`src/design/cnnp_pkg.sv`:
```
// Shared widths, register map and types of the control net negative projection block.
package cnnp_pkg;

    localparam int COORD_BITS     = 32;
    localparam int MAX_ROW_POINTS = 1024;
    localparam int COL_BITS       = $clog2(MAX_ROW_POINTS);
    localparam int LEN_BITS       = 11;
    localparam int REF_BITS       = 18;
    localparam int TOL_BITS       = 52;
    localparam int DIFF_BITS      = COORD_BITS + 1;
    localparam int PROD_BITS      = DIFF_BITS + REF_BITS;
    localparam int CMP_BITS       = ((PROD_BITS + 2 > TOL_BITS + 1) ?
                                     (PROD_BITS + 2) : (TOL_BITS + 1)) + 1;
    localparam int POINT_BITS     = 3 * COORD_BITS;
    localparam int DATA_BITS      = 64;
    localparam int ADDR_BITS      = 6;
    localparam int IDX_BITS       = 3;

    localparam logic [LEN_BITS-1:0] MAX_LEN = LEN_BITS'(MAX_ROW_POINTS);

    localparam logic [IDX_BITS-1:0] REG_ROW_LENGTH = 3'd0;
    localparam logic [IDX_BITS-1:0] REG_REF_U_X    = 3'd1;
    localparam logic [IDX_BITS-1:0] REG_REF_U_Y    = 3'd2;
    localparam logic [IDX_BITS-1:0] REG_REF_U_Z    = 3'd3;
    localparam logic [IDX_BITS-1:0] REG_REF_V_X    = 3'd4;
    localparam logic [IDX_BITS-1:0] REG_REF_V_Y    = 3'd5;
    localparam logic [IDX_BITS-1:0] REG_REF_V_Z    = 3'd6;
    localparam logic [IDX_BITS-1:0] REG_TOLERANCE  = 3'd7;

    typedef struct packed {
        logic        [LEN_BITS-1:0] row_length;
        logic signed [REF_BITS-1:0] ref_u_x;
        logic signed [REF_BITS-1:0] ref_u_y;
        logic signed [REF_BITS-1:0] ref_u_z;
        logic signed [REF_BITS-1:0] ref_v_x;
        logic signed [REF_BITS-1:0] ref_v_y;
        logic signed [REF_BITS-1:0] ref_v_z;
        logic        [TOL_BITS-1:0] tolerance;
    } cfg_t;

    typedef struct packed {
        logic valid;
        logic last;
        logic check_u;
        logic check_v;
    } tag_t;

    typedef struct packed {
        logic valid;
        logic last;
        logic negative;
    } res_t;

endpackage

```
`src/design/cnnp_cfg.sv`:
```
// APB register file holding row length, reference vectors and tolerance.
module cnnp_cfg
(
    input  logic                          clk,
    input  logic                          rst_n,
    input  logic                          psel,
    input  logic                          penable,
    input  logic                          pwrite,
    input  logic [cnnp_pkg::ADDR_BITS-1:0] paddr,
    input  logic [cnnp_pkg::DATA_BITS-1:0] pwdata,
    output logic [cnnp_pkg::DATA_BITS-1:0] prdata,
    output logic                          pready,
    output cnnp_pkg::cfg_t                cfg
);
    import cnnp_pkg::*;

    cfg_t                cfg_reg;
    cfg_t                cfg_next;
    logic [IDX_BITS-1:0] idx;
    logic                wr;

    assign idx    = paddr[ADDR_BITS-1:ADDR_BITS-IDX_BITS];
    assign wr     = psel && penable && pwrite;
    assign pready = 1'b1;
    assign cfg    = cfg_reg;

    always_comb
    begin
        cfg_next = cfg_reg;
        if (wr)
        begin
            case (idx)
                REG_ROW_LENGTH: cfg_next.row_length = pwdata[LEN_BITS-1:0];
                REG_REF_U_X:    cfg_next.ref_u_x    = pwdata[REF_BITS-1:0];
                REG_REF_U_Y:    cfg_next.ref_u_y    = pwdata[REF_BITS-1:0];
                REG_REF_U_Z:    cfg_next.ref_u_z    = pwdata[REF_BITS-1:0];
                REG_REF_V_X:    cfg_next.ref_v_x    = pwdata[REF_BITS-1:0];
                REG_REF_V_Y:    cfg_next.ref_v_y    = pwdata[REF_BITS-1:0];
                REG_REF_V_Z:    cfg_next.ref_v_z    = pwdata[REF_BITS-1:0];
                REG_TOLERANCE:  cfg_next.tolerance  = pwdata[TOL_BITS-1:0];
                default:        cfg_next = cfg_reg;
            endcase
        end
    end

    always_comb
    begin
        case (idx)
            REG_ROW_LENGTH: prdata = DATA_BITS'(cfg_reg.row_length);
            REG_REF_U_X:    prdata = DATA_BITS'($unsigned(cfg_reg.ref_u_x));
            REG_REF_U_Y:    prdata = DATA_BITS'($unsigned(cfg_reg.ref_u_y));
            REG_REF_U_Z:    prdata = DATA_BITS'($unsigned(cfg_reg.ref_u_z));
            REG_REF_V_X:    prdata = DATA_BITS'($unsigned(cfg_reg.ref_v_x));
            REG_REF_V_Y:    prdata = DATA_BITS'($unsigned(cfg_reg.ref_v_y));
            REG_REF_V_Z:    prdata = DATA_BITS'($unsigned(cfg_reg.ref_v_z));
            REG_TOLERANCE:  prdata = DATA_BITS'(cfg_reg.tolerance);
            default:        prdata = '0;
        endcase
    end

    always_ff @(posedge clk or negedge rst_n)
    begin
        if (!rst_n)
        begin
            cfg_reg <= cfg_t'({LEN_BITS'(1), {($bits(cfg_t)-LEN_BITS){1'b0}}});
        end
        else
        begin
            cfg_reg <= cfg_next;
        end
    end

endmodule

```
`config.mk`:
```
export PLATFORM = sky130hd
export DESIGN_NAME = cnnp_cfg
export DESIGN_NICKNAME = d
export VERILOG_FILES = /design/src/design/cnnp_pkg.sv /design/src/design/cnnp_cfg.sv
export SDC_FILE = /design/constraint.sdc
export NUM_CORES = 1
export LEC_CHECK = 0
export BUFFER_PORTS_ARGS = -buffer_cell sky130_fd_sc_hd__buf_2
export CORE_MARGIN = 5
export CORE_UTILIZATION = 30
export CTS_BUF_LIST = sky130_fd_sc_hd__clkbuf_4 sky130_fd_sc_hd__clkbuf_8
export DETAILED_ROUTE_END_ITERATION = 8
export GPL_TIMING_DRIVEN = 0
export MAX_ROUTING_LAYER = met4
export PLACE_DENSITY = 0.64
export SLEW_MARGIN = 20
export SYNTH_ARGS = -nofsm -noshare
export SYNTH_HDL_FRONTEND = slang
export SYNTH_SLANG_ARGS = --single-unit
export TNS_END_PERCENT = 100
```
`constraint.sdc`:
```
create_clock -name clk -period 1.15 [get_ports clk]
set_input_delay 0.0575 -clock clk [delete_from_list [all_inputs] [get_ports clk]]
set_output_delay 0.0575 -clock clk [all_outputs]
set_load 0.01 [all_outputs]
```
* After elaboration in Yosys (flattened, before gate mapping) *
Cells that the tools add are included.

word-level totals
  flip-flop bits (word level) = 171
  output and inout bits = 236

cells by class
  reductions and logical operators = 11
  eq/ne operators = 7
  muxes and demuxes = 1

operators by type and width
  cell                number
  $pmux 64 s8         1
  $reduce_and 2->1    8
  $eq 3x3->1 const B  4
  $eq 3x2->1 const B  2
  $eq 3x1->1 const B  1
  $logic_not 3->1     1
  $logic_and 1x1->1   2

* Logic depth before layout (Yosys ltp) *
Gate-level depths: netlist (run 1).

  word-level depth = 3
  gate-level depth with buffers = 5
  gate-level depth less buffers = 3

* Worst setup path after synthesis (run 1) *
OpenSTA, ideal clock, no wires.

  path kind = in2reg
  from = in paddr[3] (netlist name)
  to = reg cfg_reg (netlist bit cfg[77])
  buffers on the path = 2
  arrival time = 1,171 ps
  slack = -146 ps
  stages on the path = 5
  path through = buf_2 nand2_2 nor2_4 buf_2 mux2_2

between the ends
  cells in the longest elaborated chain, start to end = 2

ends and longest elaborated chain
  element                     RTL line        text
  start: declaration          cnnp_cfg.sv:9   input logic [cnnp_pkg::ADDR_BITS-1:0] paddr,
  $eq 3x3->1                  cnnp_cfg.sv:32  case (idx)
  $reduce_and 2->1 (no line)  -
  end signal: assignment      cnnp_cfg.sv:65  cfg_reg <= cfg_t'({LEN_BITS'(1), {($bits(cfg_t)-LEN_BITS){1'b0}}});
  end signal: assignment      cnnp_cfg.sv:69  cfg_reg <= cfg_next;
  end: declaration            cnnp_cfg.sv:17  cfg_t cfg_reg;

Every way passes these cells.
A chain may end at the register's enable or synchronous reset.

* Worst setup path in the final report (run 1) *
  from = reg cfg_reg (netlist bit cfg[17])
  to = out prdata[17] (netlist name)

between the ends
  cells in the longest elaborated chain, start to end = 1

ends and longest elaborated chain
  element           RTL line        text
  $pmux 64 s8       cnnp_cfg.sv:48  case (idx)
  end: declaration  cnnp_cfg.sv:11  output logic [cnnp_pkg::DATA_BITS-1:0] prdata,

Every way passes these cells. The select of a mux whose other input is x is not followed.

==> flow_summary.ini, run 1 <==
[sta]
period_minus_slack_ns = 1.699
worstMarginPinSlew_ns = 0.5053
fin_skew_ns = 0
fmax_mhz = 588.7
final.period_utilization_pct = 147.7
final-hold-violation-count = 0
rsz0062_at_grt = true
finalSetupViolations = 71
maxSlewViolCount = 0
slew_headroom_pct = 66.31
fin_ws_ns = -0.5487

[logic_synthesis]
synth-edff-count = 0
syn_inst = 569
yosysUniqueCellTypes = 42
async_flop_share_pct = 100.0
syn_avg_cell_area_um2 = 13.86
ys_ff_latch = 171
netlist_area_um2 = 7888
ys.flop_type = dfrtp_1
ys_warn_count = 0
synth.yosys.seq_area_share_pct = 54.27

[setup_path]
r2r-start = cfg[58]$_DFFE_PN0P_
worst_setup_path_end_kind = output pin
crit_end = prdata[17]
reg2reg_depth = 3
reg2reg_slack_ns = 0.12
cp_max_fo = 2
startpoint_type = flip-flop
criticalPathCategory = flip-flop to output pin
cp-startpoint = cfg[17]$_DFFE_PN0P_
crit_required_ns = 1.09
worstPathArrival_ns = 1.64
r2r-end = cfg[58]$_DFFE_PN0P_

[place]
gp_congestion = 0.8248
place_hpwl_mm = 19.88
port_buffers = 282
pre_cts_slack_ns = -0.8812
place_area_um2 = 9884

[grt]
grt_util_all_layers_pct = 20.36
grt_pass1_wl_mm = 43.99
antenna_found_initial = 1
grt_max_degree = 78
grt-ovfl-total = 0
grt_pass1_vias = 7161

[clocking]
clkTransAtPathRegs_ns = 0.09
cts-root-buf = clkbuf_8
htree_levels = 4
cts_buffer_depth = 2
clock-sinks = 171
numCtsBuffers = 17
clock_latency_ns = 0.44
cts_tree = done

[die]
die_w_um = 172.1
die_y_um = 172.1
num_io_pins = 311
dieArea_um2 = 29630
rows = 59
core_um2 = 25980
start_util_pct = 30.35

[final_layout]
areaGrowthSynthToFinish_pct = 64.15
design_area_um2 = 12950
largest_reg_flops = 171
regArea_um2 = 4280
multi_input_area_um2 = 3652
fin_util_pct = 49.83
drive_above_1_share_pct = 68.49
mostFrequentLayoutCell = buf_2
num-nets-final = 1122
fill_cells = 2292
antenna_cells = 0
layout_common_cells = buf_2 (187), mux2_2 (178), buf_6 (174)

[detailed_routing]
drt-initial-drc-count = 407
totalWireLength_mm = 30.58
vias = 6745
detail-route-antenna-nets = 0
route.detailed.drc = 0
wl_per_cell_um = 21.92
vias_per_cell = 4.835
firstDrtPassIters = 4

[outcome]
violations = setup timing
status = finished with violations

[power]
power_leakage_nw = 6.395
totalPowerFinal_mw = 19.43
power.density_nw_per_um2 = 1500
irDropWorstVdd_v = 0.0009835

[run]
maxCapViolCount = 0

[worst_hold_path]
min_path_type = input port to async pin
==> cell families after synthesis <==
group | share of synthesized area, %
AO/OA/AOI/OAI | 5.362
buffers and inverters | 3.537
AND/OR/NAND/NOR | 6.520
other | 0.09521
multiplexers | 30.22
flip-flops | 54.27
==> worst max-delay path: stages (launching register included) <==
cell     delay, ns
dfrtp_1       0.39
mux4_2        0.51
nor2_1        0.11
nor2_1        0.05
buf_2         0.14
==> power breakdown <==
part | switching (mW) | internal [mW]
combinational | 2.92 | 4.07
sequential | 0.932 | 7.19
clock | 2.37 | 1.94
==> worst min path at each step <==
stage | depth (start not counted) | slack, ns | end | start
finish | 2 | 0.08 | cfg[2]$_DFFE_PN0P_ | rst_n
detailed placement | 1 | -0.04 | cfg[2]$_DFFE_PN0P_ | rst_n
global placement | 2 | 0.29 | cfg[39]$_DFFE_PN0P_ | pwdata[39]
global route | 2 | 0.07 | cfg[2]$_DFFE_PN0P_ | rst_n
CTS | 2 | 0.06 | cfg[30]$_DFFE_PN0P_ | rst_n
floorplan | 0 | -0.24 | cfg[0]$_DFFE_PN0P_ | rst_n
==> through the flow <==
stage | setup TNS [ns] | hold WS (ns) | cells
floorplan | -2.696 | -0.2381 | 580
global placement | -609.58 | 0.2886 | 1197
detailed placement | -121.98 | -0.03620 | 1199
CTS | -12.82 | 0.06282 | 1370
global route | -20.36 | 0.06507 | 1395
finish | -12.90 | 0.07578 | 1395
==> metal layers <==
metal	vias to the layer above	global-route usage (%)	part of all wire (%)
li1	3017	-	-
met1	3430	25.32	41
met2	263	33.24	49
met3	35	5.235	7.9
met4	0	5.400	1.8
met5	-	-	0
==> synthesized netlist by cell type, types with 3 or more instances <==
master,instances,area (µm²)
a211oi_1,9,67.56
a221oi_1,3,26.28
a22oi_1,8,60.06
and2_1,34,212.7
buf_2,19,95.09
buf_4,18,135.1
clkbuf_1,8,30.03
dfrtp_1,170,4254
inv_1,4,15.01
mux2_2,181,2038
mux2i_1,30,300.3
nand2_1,7,26.28
nand2b_1,3,18.77
nor2_1,8,30.03
nor2_2,3,18.77
nor2_4,3,33.78
nor2b_1,4,25.02
nor3b_1,9,67.56
o221ai_1,4,35.03
o22a_1,9,78.83
o22ai_1,9,56.30
==> area by class of cell <==
| class | count | area share (%) |
|---|---|---|
| clock buffers | 21 | 2.184 |
| inverters | 4 | 0.1450 |
| multi-input cells | 359 | 28.21 |
| clock inverters | 11 | 0.8407 |
| repair buffers | 448 | 29.15 |
| flip-flops and latches | 171 | 33.06 |
| well taps | 335 | 3.237 |
| plain buffers | 46 | 3.179 |
==> what timing repair did <==
item,CTS,global route
endpoints found under the hold margin,341,0
setup endpoints to repair,124,127
buffers inserted,84,45
gates cloned,2,1
gates resized for setup,183,126
pin swaps,42,19
hold buffers,53,0
(Power assumes the default switching activity.)
==> inputs of run 2 (changes only) <==
CORE_UTILIZATION = 40   (was 30)
PLACE_DENSITY = 0.78   (was 0.64)
==> run 2 against run 1 <==
  * Worst hold slack better by 0.060 ns
  * Worst setup slack got worse by 0.010 ns
  * Maximum frequency shrank 0.59%
  * Cell area fell by 0.74%
  * Core utilization increased by 16 points
  * Count of clock-buffer cells in the layout down 1
  * Largest power group unchanged
  * Wire length up 4.2%
  * Combinational power rose by 0.7%
  * The flow still finishes with violations (setup timing)
  * Sequential cell count did not move
==> flow_summary.ini, run 2 (synthesis gave the netlist of run 1 again) <==
[clocking]
clock_latency_ns = 0.45
clock-sinks = 171
numCtsBuffers = 17
cts-root-buf = clkbuf_8
htree_levels = 4
cts_tree = done
clkTransAtPathRegs_ns = 0.09
cts_buffer_depth = 2

[setup_path]
r2r-start = cfg[17]$_DFFE_PN0P_
worstPathArrival_ns = 1.65
cp-startpoint = cfg[14]$_DFFE_PN0P_
path_cells = mux4_2, nor2_2, nor2_1, buf_2
crit_cells = 4
startpoint_type = flip-flop
reg2reg_depth = 3
worst_setup_path_end_kind = output pin
criticalPathCategory = flip-flop to output pin
crit_required_ns = 1.09
path_buf_inv = 1
cp_max_fo = 2
crit_family = multiplexers
cp_slowest_cell = mux4_2
slowest_delay_ns = 0.49

[power]
power_leakage_nw = 6.375
totalPowerFinal_mw = 19.85
power.density_nw_per_um2 = 1545
irDropWorstVdd_v = 0.0008402

[final_layout]
multi_input_area_um2 = 3661
fill_cells = 1345
largest_reg_flops = 171
num-nets-final = 1119
regArea_um2 = 4280
drive_above_1_share_pct = 68.78
layout.cells.non_filler = 1328
layout_common_cells = buf_2 (190), mux2_2 (178), buf_6 (170), dfrtp_1 (170), buf_4 (62)
areaGrowthSynthToFinish_pct = 62.93
mostFrequentLayoutCell = buf_2

[detailed_routing]
detail-route-antenna-nets = 0
totalWireLength_mm = 31.86
drt-initial-drc-count = 325
route.detailed.drc = 0
vias = 6973
wl_per_cell_um = 23.99
vias_per_cell = 5.251
firstDrtPassIters = 4

[grt]
grt_pass1_wl_mm = 43.66
grt-ovfl-total = 0
use_met1_pct = 31.92
grt_pass1_vias = 7401
grt.met3_usage_pct = 6.141
use_met2_pct = 44.56
top_usage_layer = met2
antenna_found_initial = 6
grt_util_all_layers_pct = 26.65
grt_max_degree = 89

[run]
maxCapViolCount = 0

[sta]
fin_skew_ns = 0
maxSlewViolCount = 0
finalSetupViolations = 99
fin_ws_ns = -0.5587
final.period_utilization_pct = 148.6
fmax_mhz = 585.2
tns_ns = -12.40
worstMarginPinSlew_ns = 0.5506
period_minus_slack_ns = 1.709
final-hold-violation-count = 0
hold_ws_ns = 0.1356
slew_headroom_pct = 63.30
rsz0062_at_grt = true

[place]
pre_cts_slack_ns = -0.9005
gp_congestion = 0.8134
port_buffers = 282
dp_cells = 1128
place_hpwl_mm = 19.24

[die]
dieArea_um2 = 22630
rows = 51
num_io_pins = 311
die_y_um = 150.4
core_um2 = 19460
start_util_pct = 40.53
die_w_um = 150.4

[outcome]
status = finished with violations
violations = setup timing

[worst_hold_path]
min_path_type = input port to async pin
[run 2: cell count changes in the layout (fill, tap and decap cells not counted), moves of 3 or more]
| cell | delta |
|---|---|
| diode_2 | +6 |
| clkbuf_8 | -3 |
| buf_2 | +3 |
| and2_4 | +4 |
| buf_6 | -4 |
| clkinv_4 | -3 |
| and2_1 | -4 |
[run 2: worst paths after layout]
check,to,slack [ns]
setup / recovery,prdata[14],-0.56
hold / removal,cfg[169]$_DFFE_PN0P_,0.14
setup reg to reg,cfg[17]$_DFFE_PN0P_,0.12
hold reg to reg,cfg[134]$_DFFE_PN0P_,0.53
max in group asynchronous,cfg[69]$_DFFE_PN0P_,0.20
min in group clk,cfg[160]$_DFFE_PN1P_,0.22
[run 2: worst register-to-register path, stage by stage, from the launching register on]
cell,delay (ns)
dfrtp_1,0.40
buf_4,0.14
buf_4,0.13
mux2_2,0.25
[run 2: where the power goes]
group	internal [mW]	switching (mW)
sequential	7.19	1.02
combinational	4.06	2.98
clock	2.29	2.31
total	13.5	6.31
[run 2: layer usage]
metal | share of wire [%] | routed length [µm]
met5 | 0 | 0
met4 | 1.9 | 609
met3 | 6.6 | 2110
met2 | 51 | 16330
met1 | 40 | 12810
[run 2: final cells by class]
class	instances	share of cell area, %
clock inverter	12	1.266
timing repair buffer	445	28.97
sequential	171	33.31
tap	265	2.580
inverter	4	0.1460
multi-input combinational	359	28.49
clock buffer	20	2.045
buffer	46	3.077
antenna	6	0.1168
[run 2: through the flow]
step / utilization [%] / instance area, µm²
after floorplan: - / 7989
final: 66.03 / 12850
after global placement: 50.00 / 9732
after CTS: 61.49 / 11970
after detailed placement: 50.20 / 9769
after global routing: 66.02 / 12850
[run 2: what timing repair did]
| item | in CTS | in global routing |
|---|---|---|
| endpoints found under the setup margin | 125 | 202 |
| buffers inserted | 67 | 60 |
| hold endpoints to repair | 254 | 0 |
| gates resized for setup | 162 | 135 |
| hold buffers | 53 | 0 |
| pin swaps | 25 | 16 |
| cloned | 0 | 3 |
==> inputs of run 3 (changes only) <==
CELL_PAD_IN_SITES_DETAIL_PLACEMENT = 0   (was not set)
CELL_PAD_IN_SITES_GLOBAL_PLACEMENT = 1   (was not set)
CORE_UTILIZATION = 36   (was 40)
PLACE_DENSITY = 0.87   (was 0.78)
==> run 3 against run 2 <==
  * The run still ends with setup timing left
  * Power down 3.0%
  * Sequential power is 1% lower
  * Cell count down 0.45%
  * Non-clock buffer count down 15
  * Worst setup slack got worse by 0.0010 ns
  * First-iteration DRC count is 1.5% lower
  * Critical path depth unchanged
  * Cell area shrank 2.9%
==> flow_summary.ini, run 3 (synthesis gave the netlist of run 1 again) <==
[detailed_routing]
routed.top_layer = met4
dr_wl_met2_mm = 14.40
dr_wl_met3_mm = 1.824
firstDrtPassIters = 4
vias_per_cell = 5.034
wl_met1_mm = 11.60
drt-initial-drc-count = 320
detail-route-antenna-nets = 0
totalWireLength_mm = 28.64
vias = 6655
route.detailed.drc = 0
wl_per_cell_um = 21.67

[clocking]
cts_tree = done
htree_levels = 4
cts-root-buf = clkbuf_8
clkTransAtPathRegs_ns = 0.09
clock-sinks = 171
cts_buffer_depth = 2
numCtsBuffers = 17
clock_latency_ns = 0.45

[outcome]
status = finished with violations
violations = setup timing

[grt]
antenna_found_initial = 0
grt_max_degree = 70
grt_pass1_vias = 7021
grt-ovfl-total = 0
grt_util_all_layers_pct = 22.77
grt_pass1_wl_mm = 41.42

[setup_path]
criticalPathCategory = flip-flop to output pin
worst_setup_path_end_kind = output pin
crit_required_ns = 1.09
cp_max_fo = 2
startpoint_type = flip-flop
worstPathArrival_ns = 1.65

[die]
die_w_um = 158.0
start_util_pct = 36.37
core_um2 = 21690
dieArea_um2 = 24970
rows = 54
num_io_pins = 311
die_y_um = 158.0

[power]
totalPowerFinal_mw = 19.26
swShare_pct = 31.00
irDropWorstVdd_v = 0.0007880
power.density_nw_per_um2 = 1543
p_comb_share_pct = 34.9
power_frac_clock_pct = 22.9
intPower_mw = 13.29
switching_power_mw = 5.972
power_frac_seq_pct = 42.1
power_leakage_nw = 6.238

[sta]
fmax_mhz = 584.9
maxSlewViolCount = 0
hold_ws_ns = 0.09860
final-hold-violation-count = 0
slew_headroom_pct = 62.13
worstMarginPinSlew_ns = 0.5669
final.period_utilization_pct = 148.7
tns_ns = -8.805
fin_ws_ns = -0.5597
period_minus_slack_ns = 1.710
fin_skew_ns = 0
finalSetupViolations = 70
rsz0062_at_grt = true

[final_layout]
areaGrowthSynthToFinish_pct = 58.28
num-nets-final = 1104
antenna_cells = 0
layout_common_cells = buf_2 (208), mux2_2 (179), dfrtp_1 (170)
fill_cells = 1749
mostFrequentLayoutCell = buf_2
drive_above_1_share_pct = 65.74
largest_reg_flops = 171
design_area_um2 = 12480

[place]
port_buffers = 282
pre_cts_slack_ns = -0.9393
place_area_um2 = 9816
gp_congestion = 0.8206
place_hpwl_mm = 18.93

[run]
maxCapViolCount = 0

[worst_hold_path]
min_path_type = input port to async pin
[run 3: changes by cell type in the layout (fill, tap and decap cells not counted), sizes merged]
cell      before  now
buf          430  417
bufinv         3    2
clkbuf        28   29
clkinv         3    7
clkinvlp       4    1
diode          6    0
inv            6    3
[run 3: worst max-delay path, stage by stage, from the launching register on]
cell,delay [ns]
dfrtp_1,0.40
mux4_2,0.50
nor2_1,0.11
nor2_1,0.05
buf_2,0.15
[run 3: what timing repair did]
item | in CTS | in global routing
endpoints found under the hold margin | 272 | 0
setup endpoints to repair | 114 | 212
pin swaps | 33 | 21
gates cloned | 0 | 2
hold buffers | 53 | 0
buffers inserted | 67 | 40
gates resized for setup | 139 | 112
[run 3: power by group through the flow]
stage                     Clock [mW]  Combinational [mW]  Sequential [mW]
after floorplan                    0                1.84             8.62
final                           4.41                6.73             8.12
after CTS                       4.53                6.09             8.05
after global placement             0                4.49             8.19
after global routing            4.83                7.20             8.26
after detailed placement           0                4.60             8.24
[run 3: worst paths after layout]
kind                                      start              endpoint  slack [ns]  cells after the start
max                         cfg[17]$_DFFE_PN0P_            prdata[17]       -0.56                      4
min                                       rst_n  cfg[115]$_DFFE_PN0P_         0.1                      2
max reg2reg                cfg[157]$_DFFE_PN0P_  cfg[157]$_DFFE_PN0P_        0.12                      3
min reg2reg                cfg[159]$_DFFE_PN0P_  cfg[159]$_DFFE_PN0P_        0.53                      1
max in group asynchronous                 rst_n   cfg[42]$_DFFE_PN0P_        0.18                      4
min in group clk                       paddr[4]    cfg[0]$_DFFE_PN0P_        0.19                      4
[run 3: per-layer routing]
layer  GRT usage [%]  vias to the layer above
li1                -                     2974
met1           27.81                     3376
met2           37.96                      252
met3           4.265                       53
met4           8.123                        0
met5               -                        -
[run 3: through the flow]
step,util [%],instances
2_1_floorplan,-,580
3_3_place_gp,44.96,1142
3_5_place_dp,45.26,1144
4_1_cts,54.72,1296
5_1_grt,57.56,1322
6_report,57.56,1322
[run 3: final cells by class]
cell class / count / area, µm² / area share [%]
clock inverters: 9 / 113.9 / 0.9120
plain buffers: 44 / 357.8 / 2.866
multi-input cells: 359 / 3573 / 28.62
clock buffers: 23 / 297.8 / 2.385
repair buffers: 432 / 3492 / 27.97
flip-flops and latches: 171 / 4280 / 34.29
inverters: 4 / 18.77 / 0.1503
well taps: 280 / 350.3 / 2.806
